<file path="src/mqrb_pkg.sv">
package mqrb_pkg;

	localparam int NUM_QUEUES  = 8;
	localparam int QUEUE_DEPTH = 256;

	localparam int WORD_W  = 32;
	localparam int OFF_W   = 8;
	localparam int QIN_W   = 3;
	localparam int OCC_W   = 9;
	localparam int QSEL_W  = (NUM_QUEUES > 1) ? $clog2(NUM_QUEUES) : 1;
	localparam int PTR_W   = $clog2(QUEUE_DEPTH);
	localparam int TOTAL   = NUM_QUEUES * QUEUE_DEPTH;
	localparam int ADDR_W  = $clog2(TOTAL);
	localparam int CMP_W   = ((PTR_W > OFF_W) ? PTR_W : OFF_W) + 1;

	localparam logic [WORD_W-1:0] HEAD_SKIP_WORD = 32'hffff_ffff;

	typedef enum logic [2:0] {
		OP_ENQ       = 3'd0,
		OP_DEQ       = 3'd1,
		OP_PEEK      = 3'd2,
		OP_COUNT     = 3'd3,
		OP_MODIFY    = 3'd4,
		OP_RESET_Q   = 3'd5,
		OP_RESET_ALL = 3'd6
	} op_t;

	typedef enum logic [1:0] {
		ST_OK     = 2'd0,
		ST_WRAP   = 2'd1,
		ST_EMPTY  = 2'd2,
		ST_ZOMBIE = 2'd3
	} status_t;

	// decoded work for one item, handed from the pointer stage to the store stage
	typedef struct packed {
		logic              rd_word;
		logic              wr_en;
		logic              is_mod;
		logic [ADDR_W-1:0] addr;
		logic [WORD_W-1:0] data;
		logic [WORD_W-1:0] mask;
		logic [OCC_W-1:0]  occ;
		status_t           status;
	} cmd_t;

endpackage

</file>
<file path="src/mqrb_ptr.sv">
module mqrb_ptr
	import mqrb_pkg::*;
(
	input  logic              clk,
	input  logic              arst_n,
	input  logic              accept,
	input  logic              zombies_ctl,
	input  logic [2:0]        operation,
	input  logic [QIN_W-1:0]  queue_index,
	input  logic              queue_is_zombie,
	input  logic [WORD_W-1:0] data_word,
	input  logic [WORD_W-1:0] bit_mask,
	input  logic [OFF_W-1:0]  peek_offset,
	output cmd_t              cmd
);

	localparam logic [PTR_W-1:0] DEPTH_M1 = PTR_W'(QUEUE_DEPTH - 1);

	logic [PTR_W-1:0] rp_q [NUM_QUEUES];
	logic [PTR_W-1:0] wp_q [NUM_QUEUES];

	logic [QSEL_W-1:0] q_sel;
	logic              q_ok;
	logic              zblock;
	logic [PTR_W-1:0]  rp, wp, rp_inc, wp_inc, occ, peek_idx;
	logic [CMP_W-1:0]  off_ext, occ_ext, peek_sum;
	logic              rp_we, wp_we, clr_all;
	logic [PTR_W-1:0]  rp_new, wp_new;
	op_t               op;

	function automatic logic [ADDR_W-1:0] slot_addr(input logic [QSEL_W-1:0] qs,
			input logic [PTR_W-1:0] idx);
		slot_addr = ADDR_W'(ADDR_W'(qs) * ADDR_W'(QUEUE_DEPTH)) + ADDR_W'(idx);
	endfunction

	assign op     = op_t'(operation);
	assign q_sel  = QSEL_W'(queue_index);
	assign q_ok   = (32'(queue_index) < NUM_QUEUES);
	assign zblock = queue_is_zombie && !zombies_ctl;
	assign rp     = rp_q[q_sel];
	assign wp     = wp_q[q_sel];
	assign rp_inc = (rp == DEPTH_M1) ? '0 : rp + 1'b1;
	assign wp_inc = (wp == DEPTH_M1) ? '0 : wp + 1'b1;
	assign occ    = (wp >= rp) ? (wp - rp) : PTR_W'(CMP_W'(wp) + CMP_W'(QUEUE_DEPTH) - CMP_W'(rp));

	assign off_ext  = CMP_W'(peek_offset);
	assign occ_ext  = CMP_W'(occ);
	assign peek_sum = CMP_W'(rp) + off_ext;
	assign peek_idx = (peek_sum >= CMP_W'(QUEUE_DEPTH)) ?
		PTR_W'(peek_sum - CMP_W'(QUEUE_DEPTH)) : PTR_W'(peek_sum);

	always_comb begin
		cmd        = '0;
		cmd.status = ST_OK;
		cmd.data   = data_word;
		cmd.mask   = bit_mask;
		cmd.addr   = slot_addr(q_sel, rp);
		rp_we      = 1'b0;
		wp_we      = 1'b0;
		rp_new     = rp;
		wp_new     = wp;
		clr_all    = 1'b0;
		if (op == OP_RESET_ALL) begin
			clr_all = 1'b1;
		end else if (!q_ok) begin
			cmd.status = ST_EMPTY;
		end else begin
			case (op)
				OP_ENQ: begin
					if (zblock) begin
						cmd.status = ST_ZOMBIE;
					end else begin
						cmd.wr_en = 1'b1;
						cmd.addr  = slot_addr(q_sel, wp);
						wp_we     = 1'b1;
						wp_new    = wp_inc;
						if (wp_inc == rp) begin
							cmd.status = ST_WRAP;
						end
					end
				end
				OP_DEQ: begin
					if (zblock) begin
						cmd.status = ST_ZOMBIE;
					end else if (rp == wp) begin
						cmd.status = ST_EMPTY;
					end else begin
						cmd.rd_word = 1'b1;
						rp_we       = 1'b1;
						rp_new      = rp_inc;
					end
				end
				OP_PEEK: begin
					if (zblock) begin
						cmd.status = ST_ZOMBIE;
					end else if (off_ext >= occ_ext) begin
						cmd.status = ST_EMPTY;
					end else begin
						cmd.rd_word = 1'b1;
						cmd.addr    = slot_addr(q_sel, peek_idx);
					end
				end
				OP_COUNT: begin
					if (zblock) begin
						cmd.occ    = OCC_W'(QUEUE_DEPTH);
						cmd.status = ST_ZOMBIE;
					end else begin
						cmd.occ = OCC_W'(occ);
					end
				end
				OP_MODIFY: begin
					// a blocked zombie sees a full queue, so its head modify is always issued
					if (!zblock && occ == '0) begin
						cmd.status = ST_EMPTY;
					end else begin
						cmd.wr_en  = 1'b1;
						cmd.is_mod = 1'b1;
					end
				end
				OP_RESET_Q: begin
					rp_we  = 1'b1;
					wp_we  = 1'b1;
					rp_new = '0;
					wp_new = '0;
				end
				default: begin
					cmd.status = ST_EMPTY;
				end
			endcase
		end
	end

	always_ff @(posedge clk or negedge arst_n) begin
		if (!arst_n) begin
			for (int i = 0; i < NUM_QUEUES; i++) begin
				rp_q[i] <= '0;
				wp_q[i] <= '0;
			end
		end else if (accept) begin
			for (int i = 0; i < NUM_QUEUES; i++) begin
				if (clr_all) begin
					rp_q[i] <= '0;
					wp_q[i] <= '0;
				end else if (QSEL_W'(i) == q_sel) begin
					if (rp_we) rp_q[i] <= rp_new;
					if (wp_we) wp_q[i] <= wp_new;
				end
			end
		end
	end

	a_wrap_is_enq: assert property (@(posedge clk) disable iff (!arst_n)
		accept && cmd.status == ST_WRAP |-> cmd.wr_en && !cmd.is_mod)
		else $error("overflow flagged without a plain enqueue write");
	a_read_ok: assert property (@(posedge clk) disable iff (!arst_n)
		accept && cmd.rd_word |-> cmd.status == ST_OK && !cmd.wr_en)
		else $error("store read issued with a failing status");
	a_occ_count_only: assert property (@(posedge clk) disable iff (!arst_n)
		accept && cmd.occ != '0 |-> op == OP_COUNT)
		else $error("occupancy reported by an operation other than count");

endmodule

</file>
<file path="config.mk">
export PLATFORM = sky130hd
export DESIGN_NAME = mqrb_ptr
export DESIGN_NICKNAME = d
export VERILOG_FILES = /design/src/mqrb_pkg.sv /design/src/mqrb_ptr.sv
export SDC_FILE = /design/constraint.sdc
export NUM_CORES = 1
export LEC_CHECK = 0
export BUFFER_PORTS_ARGS = -buffer_cell sky130_fd_sc_hd__buf_2
export CORE_AREA = 2 2 103 155
export CTS_CLUSTER_SIZE = 20
export DETAILED_ROUTE_END_ITERATION = 6
export DIE_AREA = 0 0 105 157
export PLACE_DENSITY = 0.82
export SLEW_MARGIN = 30
export SYNTH_ARGS = -nofsm -noshare
export SYNTH_HDL_FRONTEND = slang
export SYNTH_SLANG_ARGS = --single-unit
</file>
<file path="constraint.sdc">
create_clock -name clk -period 17.7 [get_ports clk]
set_input_delay 2.655 -clock clk [delete_from_list [all_inputs] [get_ports clk]]
set_output_delay 2.655 -clock clk [all_outputs]
set_load 0.02 [all_outputs]
</file>
# Yosys cells after proc, flatten, opt, wreduce, memory -nomap -nowiden
# Cells that the tools add are included.
# totals
in_bits	83
wordCells	163
out_inout_bits	89
reg_bits	128
# op_classes
add_sub_neg	10
order_cmp	4
reduce_logical	33
n_bitwise	1
n_mux	82
n_eq_ne	17
# ops
op	count
2-to-1 mux 8 bit	47
binary-select mux 8 bit (select 3 bit)	2
AND reduction 3 bit	16
2-to-1 mux 11 bit	4
adder 11 x 8 -> 11 bit	3
case mux 8 bit (2 select lines)	2
adder 8 x 1 -> 8 bit (second input constant)	3
case mux 11 bit (2 select lines)	1
nonzero test 2 bit	10
2-to-1 mux 9 bit	2
== test 8 bit	2
== test 8 bit (second input constant)	2
>= comparator 8 bit	2
2-to-1 mux 2 bit	8
subtractor 8 bit	2
2-to-1 mux 14 bit	1
== test 3 bit (first input constant)	4
case mux 2 bit (6 select lines)	1
2-to-1 mux 1 bit	10
adder 8 x 8 -> 9 bit	1
== test 3 bit (second input constant)	3
>= comparator 9 bit (second input constant)	1
logical NOT 8 bit	1
case mux 1 bit (2 select lines)	4
10 further kinds	15

# Logic depth before layout (Yosys ltp)
# depth
word_depth	13
mapped_depth	19
depth_no_buf	17

# Worst setup path after synthesis
# Ideal clock, no wire load.
# synth_path
kind	in2out
startpoint	in queue_index[1]
endpoint	out cmd[81] (netlist name)
stages	19
path_buffers	2
required_ns	15.045
path_slack_ns	7.968
arrival_ns	7.077
cell_sequence	buf_6 -> buf_6 -> mux4_2 -> mux2_2 -> inv_1 -> ha_1 -> nor2b_1 -> o21ai_0 -> a21oi_1 -> o21ai_0 -> nand2b_1 -> xnor2_1 -> ha_1 -> a211oi_1 -> o21ai_0 -> a311oi_1 -> nor2_1 -> a22o_1 -> a221oi_1
# synth_lines
element	line_no	source
start: declaration	mqrb_ptr.sv:9	input logic [QIN_W-1:0] queue_index,
end: declaration	mqrb_ptr.sv:14	output cmd_t cmd

==> results.toml <==
[worst_setup_path]
endpoint_kind = "output pin"
cp_cell_sequence = "buf_2, buf_4, mux2_2, o221a_2, o21ai_0, inv_2, ha_1, o21ai_0, a21oi_1, o21ai_0, nand2b_1, xnor2_1, ha_1, a211oi_1, o21ai_0, a311oi_1, nor2_1, a22o_1, a222oi_1, buf_2"
critPathMaxStageDelay_ps = 540
crit_top_cell = "o21ai_0"
slowest_stage = "buf_4"
path_class = "in -> out"
critPathLaunchType = "primary input"
cp.arrival_ps = 7940
cp.required_ps = 15050
crit_path_max_fanout = 41

[floorplanning]
num_rows = 55
coreArea_um2 = 15000
die_h_um = 157
dieWidth_um = 105
dieArea_um2 = 16500
start_util = 0.576
io_pins = 172

[global_routing]
first_global_vias = 6526
grt_pass1_wl_mm = 37.5
grt_max_degree = 48
grt_remaining_overflow = 0
grt_usage = 0.304
grt_antenna_before_repair = 1

[min_path]
hold_class = "reg -> reg"

[logic_synthesis]
synth.distinct_cells = 80
synth.most_common_cell = "dfrtp_1"
avgSynthCellArea_um2 = 10.9
syn-cell-area_um2 = 8640
synthFlopType = "dfrtp_1"
synth_top_cell_area_share = 0.371
netlist_instances = 795
async_flop_share = 1.00
synth_edf_count = 0
yosysWarnings = 0
synth_area_leaders = "dfrtp_1 37%, mux2_2 14%, buf_4 6.4%, mux4_2 5.5%, ha_1 3.5%"
synth.yosys.seq_area_share = 0.371
ys_ff_latch = 128
synthesis.nets = 904
synth_commonest_cells = "128 x dfrtp_1, 109 x mux2_2, 74 x buf_4"
yosysTopAreaCell = "dfrtp_1"

[clocking]
clk_pin_slew_worst_paths_ps = 60
clk_path_buf_depth = 2
cts_inserted_buffers = 17
cts_resized = 0
cts_tree = "built"
cts_hold_buf = 0
numClockSinks = 128
htree_levels = 4
root_buffer = "clkbuf_16"
clkLatencyLatePin_ps = 420
post_cts_buffers = 0

[sta]
drv_slew = 0
period_needed_ps = 10590
hold_violations = 0
slew-limit-headroom = 0.502
skew_ps = 8.63
max_clock_freq_ghz = 0.0944
setup_viol = 0
worstMarginPinSlew_ps = 745
fin_crit_sh = 0.598
rsz0062_at_grt = "no"
setup-tns-final_ps = 0

[pwr]
power.leakage_nw = 4.26
ir_drop_mv = 0.0529
power.density_nw_per_um2 = 111

[finish]
num_antenna_cells = 0
n_fill_cell = 1201
stdcell_area_um2 = 9110
layout.cells.non_filler = 981
syn2layout_area_growth_pct = 5.41
multiInputGateArea_um2 = 4680
register_area_um2 = 3200
nets = 878
drive_gt1_frac = 0.321

[job]
cap_violations = 0

[place]
routabilityCongestion = 0.995
post-dp-hpwl_mm = 16.7
placed_cell_area_um2 = 8500
dp.cells = 949
port_buffers = 43

[route]
postRouteAntennaNets = 0
wl_met2_mm = 11.3
wl_met3_mm = 2.38
wl_met1_mm = 8.50
via_count = 6465
drt_pass1_iterations = 7
top_layer = "met5"
drt_iter0_drc = 657
drc = 0
wl_per_cell_um = 24.9
via_per_inst = 6.59
routed_wirelength_mm = 24.4

[outcome]
status = "finished clean"
## cells in the final DEF, fill, tap and decap left out, drive strengths merged, types with 6 or more instances in the layout
cell type / count
inv: 29
nor2: 47
buf: 51
a31oi: 12
o21ai: 52
nand2: 63
a22o: 10
nand3: 18
clkbuf: 17
nand2b: 9
ha: 24
mux2: 110
mux4: 30
a22oi: 6
nor3: 11
and2: 6
nand4: 6
dfrtp: 128
xor2: 9
mux2i: 11
a21oi: 22
xnor2: 18
a21o: 6
clkinv: 8
## kinds of logic (layout without fill, tap and decap cells)
logic type	after synthesis	count (layout)	share of synthesized area
AOI/OAI and AO/OA	157	157	0.128
xor gates and xnor gates	27	27	0.0274
adders and majority gates	27	27	0.0405
buffers and inverters	123	110	0.0922
DFF	128	128	0.371
muxes	151	151	0.241
and+or+nand+nor	182	182	0.0995
## state kept, by name, indices dropped and copies added, names as in the netlist
register and flops:
wp_q 64, rp_q 64
## where the power goes
| part | switching (W) | internal, W | total [W] |
|---|---|---|---|
| sequential | 0.0000222 | 0.000332 | 0.000354 |
| combinational | 0.000179 | 0.000129 | 0.000307 |
| clock | 0.000137 | 0.000209 | 0.000346 |
| total | 0.000338 | 0.000669 | 0.00101 |
## worst max-delay path: cells and delay by family
family                   cells  cell delay [ps]
buffers and inverters        4             1030
AND/OR/NAND/NOR              2              390
XOR/XNOR                     1              230
adder cells (fa/ha/maj)      2              650
multiplexers                 1              410
AO/OA/AOI/OAI               10             2560
## metal layers
| metal | GRT usage | up-vias |
|---|---|---|
| met5 | 0 | - |
| met2 | 0.471 | 313 |
| met4 | 0.274 | 2 |
| met3 | 0.111 | 145 |
| met1 | 0.323 | 3179 |
| li1 | - | 2826 |
## layout make-up
type,count,share of cell area
multi-input combinational,544,0.514
sequential,128,0.352
clock buffer,17,0.0467
timing repair buffer,51,0.0319
tap,199,0.0273
clock inverter,15,0.0177
inverter,27,0.0111
## final timing paths
path	startpoint	endpoint	slack, ps	cells past startpoint
max reg2reg	rp_q[24]	rp_q[5]	13470	12
max in group asynchronous	arst_n	wp_q[0]	14500	2
max	queue_index[1]	cmd[80]	7110	20
min in group asynchronous	arst_n	rp_q[54]	2200	1
min reg2reg	wp_q[40]	wp_q[40]	470	2
min	wp_q[40]	wp_q[40]	470	2
## stage by stage
stage / total power [W] / hold slack [ps] / setup slack [ps] / utilization
finish: 0.00101 / 473 / 7110 / 0.607
global route: 0.00105 / 505 / 6620 / 0.607
CTS: 0.00100 / 477 / 7150 / 0.606
detailed placement: 0.000657 / 464 / 7150 / 0.566
global placement: 0.000646 / 454 / 7250 / 0.564
floorplan: 0.000597 / 442 / 7970 / -
Power figures use the tool's default switching activity.
